[config.mk]
export PLATFORM = sky130hd
export DESIGN_NAME = two_point_touch_deglitcher
export DESIGN_NICKNAME = d
export VERILOG_FILES = /design/src/hw/rtl/tptd_pkg.sv /design/src/hw/rtl/tptd_core.sv /design/src/hw/rtl/two_point_touch_deglitcher.sv
export SDC_FILE = /design/constraint.sdc
export NUM_CORES = 1
export LEC_CHECK = 0
export ABC_AREA = 1
export BUFFER_PORTS_ARGS = -buffer_cell sky130_fd_sc_hd__buf_2
export CELL_PAD_IN_SITES_DETAIL_PLACEMENT = 2
export CELL_PAD_IN_SITES_GLOBAL_PLACEMENT = 2
export CORE_MARGIN = 2
export CORE_UTILIZATION = 30
export DETAILED_ROUTE_END_ITERATION = 12
export PLACE_DENSITY_LB_ADDON = 0.1
export SYNTH_ARGS = -nofsm -noshare
export SYNTH_HDL_FRONTEND = slang
export SYNTH_SLANG_ARGS = --single-unit
[constraint.sdc]
create_clock -name i_clk -period 5.4 [get_ports i_clk]
set_input_delay 0.27 -clock i_clk [delete_from_list [all_inputs] [get_ports i_clk]]
set_output_delay 0.27 -clock i_clk [all_outputs]
set_load 0.05 [all_outputs]
[src/hw/rtl/tptd_pkg.sv]
// tptd_pkg: shared types and constants for the two-point touch deglitcher
// holds the frame, result and register structs and the register index codes
// no dependencies
package tptd_pkg;

    localparam int unsigned TS_W     = 48;
    localparam int unsigned COORD_W  = 16;
    localparam int unsigned RUN_W    = 8;
    localparam int unsigned GAP_W    = 24;
    localparam int unsigned APB_AW   = 4;
    localparam int unsigned APB_DW   = 32;

    localparam logic [RUN_W-1:0] LIFT_FRAMES_RST        = 8'd2;
    localparam logic [RUN_W-1:0] SECOND_LIFT_FRAMES_RST = 8'd1;
    localparam logic [GAP_W-1:0] PRESS_GAP_US_RST       = 24'd70000;
    localparam logic [RUN_W-1:0] RUN_MAX                = 8'hFF;

    typedef enum logic [1:0] {
        REG_LIFT_FRAMES        = 2'd0,
        REG_SECOND_LIFT_FRAMES = 2'd1,
        REG_PRESS_GAP_US       = 2'd2
    } t_reg_idx;

    typedef struct packed {
        logic [RUN_W-1:0] lift_frames;
        logic [RUN_W-1:0] second_lift_frames;
        logic [GAP_W-1:0] press_gap_us;
    } t_cfg;

    typedef struct packed {
        logic               controller_present;
        logic [1:0]         point_count;
        logic [COORD_W-1:0] first_x;
        logic [COORD_W-1:0] first_y;
        logic [COORD_W-1:0] second_x;
        logic [COORD_W-1:0] second_y;
        logic [TS_W-1:0]    now_us;
    } t_frame;

    typedef struct packed {
        logic                      is_down;
        logic                      was_released;
        logic                      was_pressed;
        logic [1:0]                active_points;
        logic signed [COORD_W-1:0] pos_x;
        logic signed [COORD_W-1:0] pos_y;
        logic signed [COORD_W-1:0] pos2_x;
        logic signed [COORD_W-1:0] pos2_y;
    } t_result;

endpackage

[src/hw/rtl/tptd_core.sv]
// tptd_core: contact state of the deglitcher and the per-frame update logic
// result is combinational from the frame and the state; state moves on i_step
// depends on tptd_pkg
module tptd_core (
    input  logic             i_clk,
    input  logic             i_rst_n,
    input  logic             i_step,
    input  tptd_pkg::t_cfg   i_cfg,
    input  tptd_pkg::t_frame i_frame,
    output tptd_pkg::t_result o_result
);
    import tptd_pkg::*;

    logic [COORD_W-1:0] r_held_x, r_held_y, r_held2_x, r_held2_y;
    logic [COORD_W-1:0] n_held_x, n_held_y, n_held2_x, n_held2_y;
    logic [RUN_W-1:0]   r_empty_run, n_empty_run;
    logic [RUN_W-1:0]   r_empty_run2, n_empty_run2;
    logic               r_primary_stable, n_primary_stable;
    logic               r_second_seen, n_second_seen;
    logic               r_second_stable, n_second_stable;
    logic [TS_W-1:0]    r_last_press, n_last_press;

    logic               raw;
    logic               two;
    logic [RUN_W-1:0]   run2_inc;
    logic [TS_W-1:0]    gap;
    logic               gap_ok;
    logic               pressed;

    assign raw = i_frame.controller_present && (i_frame.point_count != 2'd0);
    assign two = i_frame.controller_present && i_frame.point_count[1];

    // modulo 2^48 distance since the last accepted press
    assign gap    = i_frame.now_us - r_last_press;
    assign gap_ok = (gap[TS_W-1:GAP_W] != '0) || (gap[GAP_W-1:0] >= i_cfg.press_gap_us);

    assign run2_inc = (r_empty_run2 != RUN_MAX) ? r_empty_run2 + 8'd1 : r_empty_run2;

    always_comb begin
        n_held_x         = r_held_x;
        n_held_y         = r_held_y;
        n_held2_x        = r_held2_x;
        n_held2_y        = r_held2_y;
        n_empty_run      = r_empty_run;
        n_empty_run2     = r_empty_run2;
        n_primary_stable = r_primary_stable;
        n_second_seen    = r_second_seen;
        n_second_stable  = r_second_stable;
        n_last_press     = r_last_press;
        pressed          = 1'b0;

        if (raw) begin
            n_held_x = i_frame.first_x;
            n_held_y = i_frame.first_y;
        end

        // second contact only moves when a controller was read
        if (two) begin
            n_empty_run2  = '0;
            n_held2_x     = i_frame.second_x;
            n_held2_y     = i_frame.second_y;
            n_second_seen = 1'b1;
            if (r_second_seen) begin
                n_second_stable = 1'b1;
            end
        end else if (i_frame.controller_present) begin
            n_second_seen = 1'b0;
            if (r_empty_run2 <= i_cfg.second_lift_frames) begin
                n_empty_run2 = run2_inc;
                if (run2_inc > i_cfg.second_lift_frames) begin
                    n_second_stable = 1'b0;
                end
            end
        end

        if (raw) begin
            n_empty_run      = '0;
            n_primary_stable = 1'b1;
        end else if (r_empty_run < i_cfg.lift_frames) begin
            n_empty_run = r_empty_run + 8'd1;
            if (r_empty_run + 8'd1 >= i_cfg.lift_frames) begin
                n_primary_stable = 1'b0;
            end
        end

        if (n_primary_stable && !r_primary_stable && gap_ok) begin
            pressed      = 1'b1;
            n_last_press = i_frame.now_us;
        end
    end

    always_comb begin
        o_result.is_down       = n_primary_stable;
        o_result.was_released  = !n_primary_stable && r_primary_stable;
        o_result.was_pressed   = pressed;
        o_result.active_points = !n_primary_stable ? 2'd0 : (n_second_stable ? 2'd2 : 2'd1);
        o_result.pos_x         = signed'(n_held_x);
        o_result.pos_y         = signed'(n_held_y);
        o_result.pos2_x        = signed'(n_held2_x);
        o_result.pos2_y        = signed'(n_held2_y);
    end

    always_ff @(posedge i_clk) begin
        if (!i_rst_n) begin
            r_held_x         <= '0;
            r_held_y         <= '0;
            r_held2_x        <= '0;
            r_held2_y        <= '0;
            r_empty_run      <= '0;
            r_empty_run2     <= '0;
            r_primary_stable <= 1'b0;
            r_second_seen    <= 1'b0;
            r_second_stable  <= 1'b0;
            r_last_press     <= '0;
        end else if (i_step) begin
            r_held_x         <= n_held_x;
            r_held_y         <= n_held_y;
            r_held2_x        <= n_held2_x;
            r_held2_y        <= n_held2_y;
            r_empty_run      <= n_empty_run;
            r_empty_run2     <= n_empty_run2;
            r_primary_stable <= n_primary_stable;
            r_second_seen    <= n_second_seen;
            r_second_stable  <= n_second_stable;
            r_last_press     <= n_last_press;
        end
    end

`ifndef SYNTH
    a_raw_sets_down: assert property (@(posedge i_clk) disable iff (!i_rst_n)
        i_step && raw |=> r_primary_stable && (r_empty_run == '0))
        else $error("frame with a point did not set the primary down");

    a_idle_holds: assert property (@(posedge i_clk) disable iff (!i_rst_n)
        !i_step |=> $stable(r_empty_run) && $stable(r_primary_stable)
                    && $stable(r_last_press) && $stable(r_second_stable))
        else $error("contact state moved without a frame");

    a_absent_keeps_second: assert property (@(posedge i_clk) disable iff (!i_rst_n)
        i_step && !i_frame.controller_present |=> $stable(r_second_stable)
            && $stable(r_second_seen) && $stable(r_empty_run2) && $stable(r_held2_x))
        else $error("second contact changed with no controller");

    a_press_stamps: assert property (@(posedge i_clk) disable iff (!i_rst_n)
        i_step && o_result.was_pressed |=> r_last_press == $past(i_frame.now_us))
        else $error("accepted press did not record its timestamp");
`endif

endmodule

[src/hw/rtl/two_point_touch_deglitcher.sv]
// two_point_touch_deglitcher: top level with register port and frame pipeline
// instantiates tptd_core; depends on tptd_pkg
//
// usage:
//   frames enter on the input channel (i_in_valid / o_in_stall), one request
//   per touch-controller frame; each frame gives exactly one result request on
//   the output channel (o_out_valid / i_out_stall), in order.
//   an accepted frame is held in the input register; when that register
//   advances, its result is computed by the contact logic and lands in the
//   output register. throughput is one frame per cycle while the receiver
//   does not stall; the contact state steps in the same cycle as the result
//   is registered. while the receiver stalls, the output register holds its
//   result and the input register still takes one more frame; further frames
//   are stalled. registers (lift_frames, second_lift_frames, press_gap_us)
//   sit at byte addresses 0, 4, 8 of the apb port and are to be written only
//   while idle, which the user must ensure; the block does not enforce it.
//   synchronous active-low reset empties both registers, clears all contact
//   state and loads the register defaults 2, 1 and 70000.
module two_point_touch_deglitcher (
    input  logic                              i_clk,
    input  logic                              i_rst_n,
    // register port
    input  logic                              psel,
    input  logic                              penable,
    input  logic                              pwrite,
    input  logic [tptd_pkg::APB_AW-1:0]       paddr,
    input  logic [tptd_pkg::APB_DW-1:0]       pwdata,
    output logic [tptd_pkg::APB_DW-1:0]       prdata,
    output logic                              pready,
    // frame channel
    input  logic                              i_in_valid,
    output logic                              o_in_stall,
    input  logic                              i_controller_present,
    input  logic [1:0]                        i_point_count,
    input  logic [tptd_pkg::COORD_W-1:0]      i_first_x,
    input  logic [tptd_pkg::COORD_W-1:0]      i_first_y,
    input  logic [tptd_pkg::COORD_W-1:0]      i_second_x,
    input  logic [tptd_pkg::COORD_W-1:0]      i_second_y,
    input  logic [tptd_pkg::TS_W-1:0]         i_now_us,
    // result channel
    output logic                              o_out_valid,
    input  logic                              i_out_stall,
    output logic                              o_is_down,
    output logic                              o_was_released,
    output logic                              o_was_pressed,
    output logic [1:0]                        o_active_points,
    output logic signed [tptd_pkg::COORD_W-1:0] o_pos_x,
    output logic signed [tptd_pkg::COORD_W-1:0] o_pos_y,
    output logic signed [tptd_pkg::COORD_W-1:0] o_pos2_x,
    output logic signed [tptd_pkg::COORD_W-1:0] o_pos2_y
);
    import tptd_pkg::*;

    t_cfg     r_cfg;
    t_reg_idx reg_idx;
    logic     cfg_wr;

    logic     r_in_valid;
    t_frame   r_in;
    logic     r_out_valid;
    t_result  r_out;
    t_result  core_result;
    logic     advance;
    logic     in_acc;

    assign pready  = 1'b1;
    assign reg_idx = t_reg_idx'(paddr[APB_AW-1:2]);
    assign cfg_wr  = psel && penable && pwrite;

    always_ff @(posedge i_clk) begin
        if (!i_rst_n) begin
            r_cfg.lift_frames        <= LIFT_FRAMES_RST;
            r_cfg.second_lift_frames <= SECOND_LIFT_FRAMES_RST;
            r_cfg.press_gap_us       <= PRESS_GAP_US_RST;
        end else if (cfg_wr) begin
            unique case (reg_idx)
                REG_LIFT_FRAMES:        r_cfg.lift_frames <= pwdata[RUN_W-1:0];
                REG_SECOND_LIFT_FRAMES: r_cfg.second_lift_frames <= pwdata[RUN_W-1:0];
                REG_PRESS_GAP_US:       r_cfg.press_gap_us <= pwdata[GAP_W-1:0];
                default: ;
            endcase
        end
    end

    always_comb begin
        unique case (reg_idx)
            REG_LIFT_FRAMES:
                prdata = {{(APB_DW-RUN_W){1'b0}}, r_cfg.lift_frames};
            REG_SECOND_LIFT_FRAMES:
                prdata = {{(APB_DW-RUN_W){1'b0}}, r_cfg.second_lift_frames};
            REG_PRESS_GAP_US:
                prdata = {{(APB_DW-GAP_W){1'b0}}, r_cfg.press_gap_us};
            default:
                prdata = '0;
        endcase
    end

    // input register moves on when the output register is empty or draining
    assign advance    = r_in_valid && (!r_out_valid || !i_out_stall);
    assign o_in_stall = r_in_valid && !advance;
    assign in_acc     = i_in_valid && !o_in_stall;

    always_ff @(posedge i_clk) begin
        if (!i_rst_n) begin
            r_in_valid  <= 1'b0;
            r_out_valid <= 1'b0;
        end else begin
            if (in_acc) begin
                r_in_valid <= 1'b1;
            end else if (advance) begin
                r_in_valid <= 1'b0;
            end
            if (advance) begin
                r_out_valid <= 1'b1;
            end else if (!i_out_stall) begin
                r_out_valid <= 1'b0;
            end
        end
    end

    always_ff @(posedge i_clk) begin
        if (in_acc) begin
            r_in.controller_present <= i_controller_present;
            r_in.point_count        <= i_point_count;
            r_in.first_x            <= i_first_x;
            r_in.first_y            <= i_first_y;
            r_in.second_x           <= i_second_x;
            r_in.second_y           <= i_second_y;
            r_in.now_us             <= i_now_us;
        end
        if (advance) begin
            r_out <= core_result;
        end
    end

    tptd_core u_core (
        .i_clk    (i_clk),
        .i_rst_n  (i_rst_n),
        .i_step   (advance),
        .i_cfg    (r_cfg),
        .i_frame  (r_in),
        .o_result (core_result)
    );

    assign o_out_valid     = r_out_valid;
    assign o_is_down       = r_out.is_down;
    assign o_was_released  = r_out.was_released;
    assign o_was_pressed   = r_out.was_pressed;
    assign o_active_points = r_out.active_points;
    assign o_pos_x         = r_out.pos_x;
    assign o_pos_y         = r_out.pos_y;
    assign o_pos2_x        = r_out.pos2_x;
    assign o_pos2_y        = r_out.pos2_y;

endmodule

==> results of run 1 <==
==> layout by cell type (no fill, tap or decap), drive strengths merged, types with 3 or more instances in the layout <==
| cell type | n |
|---|---|
| dfxtp | 173 |
| xor2 | 31 |
| nor3 | 14 |
| clkbuf | 67 |
| conb | 9 |
| a21o | 3 |
| a21oi | 149 |
| clkinv | 19 |
| o21ai | 153 |
| nand2 | 581 |
| o221ai | 7 |
| o211ai | 12 |
| buf | 254 |
| edfxtp | 184 |
| xnor2 | 4 |
| dlygate4sd3 | 136 |
| nand3 | 75 |
| nor2 | 214 |
| ha | 105 |
| nand3b | 7 |
| inv | 486 |
| diode | 4 |
| nand4 | 60 |
| a211oi | 40 |
| o21bai | 8 |
==> worst min-delay path by stage <==
stage,end,start,depth (start not counted)
floorplan,r_in[0]$_DFFE_PP_,i_now_us[0],0
global placement,u_core.r_held2_x[13]$_SDFFE_PN0P_,u_core.r_held2_x[13]$_SDFFE_PN0P_,2
detailed placement,r_in[107]$_DFFE_PP_,i_first_x[11],1
CTS,r_in_valid$_SDFFE_PN0P_,i_in_valid,3
global route,r_in_valid$_SDFFE_PN0P_,i_in_valid,3
finish,r_in_valid$_SDFFE_PN0P_,i_in_valid,3
==> layer usage <==
| layer | part of all wire, % | global-route usage, % |
|---|---|---|
| met4 | 1.9 | 4.85 |
| met1 | 46 | 26.1 |
| met2 | 49 | 35.9 |
| met3 | 3.5 | 3.29 |
| met5 | 0.018 | 0 |
==> metrics by stage <==
| step | setup WS (ns) | cell area [µm²] | hold WS [ns] |
|---|---|---|---|
| 4_1_cts | 1.00 | 23600 | 0.0138 |
| 3_5_place_dp | 1.04 | 21000 | 0.448 |
| 3_3_place_gp | 1.27 | 21000 | 0.441 |
| 6_report | 1.03 | 23700 | 0.0387 |
| 2_1_floorplan | 1.64 | 19000 | 0.369 |
| 5_1_grt | 0.705 | 23700 | 0.0342 |
==> area by class of cell <==
cell class | count | area, µm²
well taps | 846 | 1060
diodes | 4 | 10.0
repair buffers | 390 | 2690
inverters | 494 | 1860
fillers | 7160 | 39100
flip-flops and latches | 357 | 8990
clock inverters | 11 | 115
clock buffers | 67 | 1190
multi-input cells | 1487 | 7740
==> sequential cells by signal, indices dropped and copies added, names as in the netlist, 2 cells and up <==
signal               cells
o_pos_y                 16
u_core.r_last_press     48
u_core.r_empty_run2      8
u_core.r_held2_y        16
u_core.r_held_y         16
o_active_points          2
u_core.r_held2_x        16
u_core.r_empty_run       8
o_pos2_y                16
r_in                   115
o_pos_x                 16
r_cfg                   40
o_pos2_x                16
u_core.r_held_x         16
==> report_power, final <==
| group | switching, mW | internal (mW) |
|---|---|---|
| logic | 1.00 | 0.481 |
| clock network | 1.21 | 1.53 |
| registers | 0.0674 | 3.03 |
| total | 2.28 | 5.04 |
==> critical path, cell delays in order, from the launching register on <==
cell	delay, ns
edfxtp_1	0.33
inv_1	0.06
ha_1	0.24
fa_1	0.42
inv_1	0.15
nand3_1	0.08
nand3_1	0.22
nand3_1	0.11
nand3_1	0.23
xor2_1	0.32
ha_1	0.21
a21oi_1	0.06
o21ai_0	0.19
a21oi_1	0.07
nand2_1	0.11
nand2_1	0.07
nand2_1	0.07
nand2_1	0.10
nand2_1	0.09
nor2_1	0.05
nand3_2	0.08
buf_4	0.54
nand4_1	0.22
nand2_1	0.13
nor2_1	0.05
==> logic make-up after synthesis <==
group / Yosys count / synth area share, %
simple gates: 957 / 20.8
buf+inv: 580 / 11.9
compound gates: 380 / 11.2
flops: 357 / 47.4
fa+ha+maj: 106 / 7.04
xor+xnor: 35 / 1.62
other cells: 2 / 0.0396
==> what timing repair did <==
action,CTS,global route
hold buffers,136,0
buffers inserted,0,0
hold endpoints to repair,141,0
==> flow_summary.ini, run 1 <==
[finish]
drive_gt1_share_pct = 11.8
final_util_pct = 37.7
area.growth.synth_to_final_pct = 24.9
stdcell_count = 3656
final_net_count = 3036

[sta]
slew_viol_final = 0
final.setup_skew_ns = 0.0263
setup_total_negative_slack_ns = 0
worst-slew-pin-transition_ns = 1.18
grt_setup_unrepaired = no
hold_viol_final = 0
period_minus_slack_ns = 4.37
fmaxAchievable_ghz = 0.229
setup_violations = 0
timing.final.crit_share_pct = 80.8
worst_max_slew_margin_expressed_relative_to_the_limit_pct = 21.5

[global_routing]
globalRouteOverflowTotal = 0
grt_pass1_wl_um = 106000
grt_usage_pct = 20.4
antenna_found_initial = 5
grt_pass1_vias = 18897
grt_start_max_net_pins = 127

[setup_path]
timing.rr.start = r_in[0]$_DFFE_PP_
cp-end-kind = register
critPathLaunchType = register
timing.critical_path.to = u_core.r_last_press[32]$_SDFFE_PN0P_
worstPathMaxFanout = 49
timing.critical_path.required_ns = 5.87
reg2reg_slack_ns = 1.03
rr_endpoint = u_core.r_last_press[32]$_SDFFE_PN0P_
timing.critical_path.arrival_ns = 4.84
timing.reg2reg.worst_path_depth = 24
timing.setup.critical_path_class = reg2reg
worstSetupStartpoint = r_in[0]$_DFFE_PP_

[synthesis]
netlist_top_cells_count = 578 x nand2_1, 483 x inv_1, 211 x nor2_1, 184 x edfxtp_1, 173 x dfxtp_1
synth.yosys.warnings = 0
yosys.area.top_type_share_pct = 29.2
synthDistinctLibCells = 44
synth_area_leaders = edfxtp_1 29%, dfxtp_1 18%, nand2_1 11%
postSynthAreaPerCell_um2 = 7.84
postSynthRegisterBits = 357
netlist_area_um2 = 18900
synth_cells = 2417
synth_async_sr_flop_share_pct = 0
synth-seq-area-share_pct = 47.4
most_used_flip_flop_cell_after_synthesis = edfxtp_1
post-synth-top-count-cell = nand2_1
synth.largest_area_cell = edfxtp_1
synth_enable_flop_cells = 184

[floorplanning]
die_w_um = 255
floorplan.rows = 92
io_pins = 262
core_area_um2 = 62700
dieArea_um2 = 65200
floorplan.die.height_um = 255
initial_core_util_pct = 30.2

[route]
vias_per_cell = 4.69
firstDrtPassIters = 4
antenna_violating_nets_post_route = 0
drc_errors = 0
routed-via-count = 17140
drt-initial-drc-count = 608
wl_per_cell_um = 18.4
wirelength_um = 67100

[placement]
dp_cells = 3438
buffer_ports.inserted = 242
dpl.hpwl_um = 48800
globalplace.congestion = 0.830

[clock_tree]
path_clk_slew_ns = 0.06
root_buffer = clkbuf_16
numCtsBuffers = 42
clockBufferDepth = 3
cts_tree = yes
insertion_delay_ns = 0.59
cts.repair.resized = 0
clkSinkCount = 357
clock_tree.htree_level_count = 2

[pwr]
power_per_cell_area_nw_per_um2 = 310
post-layout-total-power_mw = 7.32
max-vdd-ir-drop_v = 0.000214
cellLeakagePower_nw = 11.0

[hold_path]
hold_class = in2reg

[outcome]
status = finished clean

[job]
reported_max_cap_violation_count = 0
Note: power is estimated with default switching activity, not from simulation.
==> run 2, diff against run 1 <==
- ABC_AREA: 1 -> 0
- clock period: 5.4 -> 3.5 ns (I/O delays scaled with it)
==> run 2 against run 1 <==
The run now ends with setup timing left; global-route usage about the same; first-iteration DRC count decreased by 4.6%; clock skew decreased by 0.0028 ns; critical path depth decreased by 1; clock power increased by 70%; combinational power increased by 34%; non-clock buffer count increased by 231; synthesized cell count decreased by 20%; critical path type unchanged.
==> flow_summary.ini, run 2 <==
[sta]
worst_max_slew_margin_expressed_relative_to_the_limit_pct = 27.6
setup_violations = 49
worst_slack_ns = -1.40
period_minus_slack_ns = 4.90
hold_viol_final = 0
final.setup_skew_ns = 0.0235
grt_setup_unrepaired = yes
fmaxAchievable_ghz = 0.204
slew_viol_final = 0
timing.final.crit_share_pct = 140
worst-slew-pin-transition_ns = 1.08

[placement]
dpl.hpwl_um = 44600
buffer_ports.inserted = 242
globalplace.congestion = 0.844

[synthesis]
most_used_flip_flop_cell_after_synthesis = edfxtp_1
netlist_top_cells_count = 483 x nand2_1, 184 x edfxtp_1, 173 x dfxtp_1, 116 x nor2_1, 105 x ha_1
netlist_area_um2 = 18100
synth.largest_area_cell = edfxtp_1
yosys.area.top_type_share_pct = 30.5
synthDistinctLibCells = 72
synth_cells = 1934
postSynthRegisterBits = 357
post-synth-top-count-cell = nand2_1
synth.yosys.warnings = 0
synth_enable_flop_cells = 184
synth-seq-area-share_pct = 49.6
synth_area_leaders = edfxtp_1 30%, dfxtp_1 19%, nand2_1 10%
postSynthAreaPerCell_um2 = 9.37
synth_async_sr_flop_share_pct = 0

[setup_path]
critPathLaunchType = register
timing.critical_path.arrival_ns = 5.36
reg2reg_slack_ns = -1.40
worstPathMaxFanout = 7
cp-end-kind = register
timing.critical_path.required_ns = 3.95
timing.setup.critical_path_class = reg2reg

[finish]
regMostFlops = r_in
layout.filler_cells = 6517
final-seq-area_um2 = 8990
final_net_count = 2768
drive_gt1_share_pct = 24.0
diodes = 0
final_cell_mix = 481 x nand2_1, 241 x buf_2, 225 x buf_4
area.growth.synth_to_final_pct = 38.2
largestRegisters = r_in x115, u_core.r_last_press x48, r_cfg x40
multiInputGateArea_um2 = 8630
largest_register_ff_count = 115
most_common_library_cell_in_the_layout_ignoring_fill_and_taps = nand2_1
final_util_pct = 41.7

[route]
firstDrtPassIters = 4
wl_per_cell_um = 19.4
antenna_violating_nets_post_route = 0
drc_errors = 0
vias_per_cell = 4.87
drt-initial-drc-count = 580
routed-via-count = 16190
wirelength_um = 64500

[global_routing]
grt_pass1_wl_um = 102000
grt_start_max_net_pins = 125
antenna_found_initial = 8
grt_usage_pct = 20.4
grt_pass1_vias = 18223
globalRouteOverflowTotal = 0

[clock_tree]
clkSinkCount = 357
clockBufferDepth = 3
numCtsBuffers = 45
cts_tree = yes
insertion_delay_ns = 0.59
clock_tree.htree_level_count = 2
path_clk_slew_ns = 0.06
root_buffer = clkbuf_16

[hold_path]
hold_class = in2reg

[outcome]
failed_checks = setup timing
status = finished, violations left

[pwr]
sw_frac_of_total_pct = 27.6
post-layout-total-power_mw = 11.4
power_report.internal_total_mw = 8.23
sequentialPowerShare_pct = 41.4
power_per_cell_area_nw_per_um2 = 454
cellLeakagePower_nw = 10.2
power_frac_comb_pct = 17.4
max-vdd-ir-drop_v = 0.000393
p_clk_share_pct = 41.2
p_sw_mw = 3.13

[floorplanning]
initial_core_util_pct = 30.2
io_pins = 262
die_w_um = 250
floorplan.rows = 90
dieArea_um2 = 62400
floorplan.die.height_um = 250
core_area_um2 = 60000

[job]
reported_max_cap_violation_count = 0
==> run 2: cell types whose count changed after synthesis, moves of 70 or more <==
| cell | change |
|---|---|
| inv_1 | -381 |
| o21ai_0 | -101 |
| nand2_1 | -95 |
| nor2_1 | -95 |
| mux2i_1 | +75 |
| a21boi_0 | +70 |
==> run 2: worst max-delay path, stage by stage (launching register included) <==
cell and delay [ns]:
edfxtp_1 0.44, ha_4 0.31, nand3b_1 0.19, a211oi_4 0.37, nor2_2 0.08, o21ai_1 0.20, buf_4 0.14, a21oi_2 0.05
xnor2_1 0.19, ha_1 0.28, nand4_1 0.16, buf_4 0.14, a21oi_4 0.04, a2111oi_4 0.26, a211oi_2 0.13, or4_4 0.56
nor4_4 0.16, buf_4 0.15, nand4_1 0.11, nor2_2 0.20, a2111oi_4 0.11, buf_6 0.18, buf_12 0.15, mux2i_2 0.15
==> run 2: routing by layer <==
| layer | share of wire, % | GRT usage (%) | up-vias |
|---|---|---|---|
| met1 | 43 | 24.6 | 8051 |
| met2 | 51 | 37.5 | 221 |
| met3 | 3.8 | 3.84 | 88 |
| met4 | 1.9 | 4.66 | 14 |
| met5 | 0.15 | 0 | - |
| li1 | - | - | 7816 |
==> run 2: path summary, 6_finish.rpt <==
| path | start | endpoint | cells past startpoint |
|---|---|---|---|
| worst max-delay path | r_in[2]$_DFFE_PP_ | u_core.r_last_press[36]$_SDFFE_PN0P_ | 23 |
| worst min-delay path | i_rst_n | r_cfg[33]$_SDFFE_PN1P_ | 2 |
| worst max register to register | r_in[2]$_DFFE_PP_ | u_core.r_last_press[36]$_SDFFE_PN0P_ | 23 |
| worst min register to register | u_core.r_last_press[2]$_SDFFE_PN0P_ | u_core.r_last_press[2]$_SDFFE_PN0P_ | 2 |
==> run 2: timing repair <==
action	CTS	global route
buffers inserted	12	6
endpoints found under the setup margin	49	52
pin swaps	20	22
cloned	2	4
resized for setup	25	26
hold buffers	141	0
hold endpoints to repair	157	0
==> run 2: kinds of logic after synthesis <==
family,Yosys count,synth area share [%]
simple gates,813,19.9
flops,357,49.6
compound gates,332,12.2
buf+inv,207,4.70
fa+ha+maj,106,7.36
mux,77,4.27
xor+xnor,40,1.93
other cells,2,0.0414
==> run 2: through the flow <==
stage | cells | hold slack [ns] | area, µm² | worst slack (ns) | setup TNS (ns)
global route | 3322 | 0.196 | 25000 | -1.67 | -79.70
finish | 3322 | 0.137 | 25000 | -1.40 | -66.50
global placement | 3080 | 0.352 | 21700 | -1.55 | -74.93
CTS | 3317 | 0.128 | 24900 | -1.41 | -65.47
floorplan | 1941 | 0.274 | 18200 | -0.660 | -29.69
detailed placement | 3080 | 0.354 | 21700 | -1.71 | -82.54
==> run 2: cell type report <==
class                   count  area share [%]
inverters                 102            1.55
well taps                 782            3.91
repair buffers            621            18.3
flip-flops and latches    357            35.9
clock inverters            20           0.954
clock buffers              63            4.97
multi-input cells        1377            34.5
==> run 2: power by group through the flow <==
stage / registers [mW] / clock network [mW] / logic [mW]
final: 4.70 / 4.68 / 1.98
after global routing: 4.72 / 5.01 / 2.18
after CTS: 4.70 / 4.85 / 1.96
after detailed placement: 4.79 / 0 / 1.76
after global placement: 4.78 / 0 / 1.71
after floorplan: 4.90 / 0 / 0.887
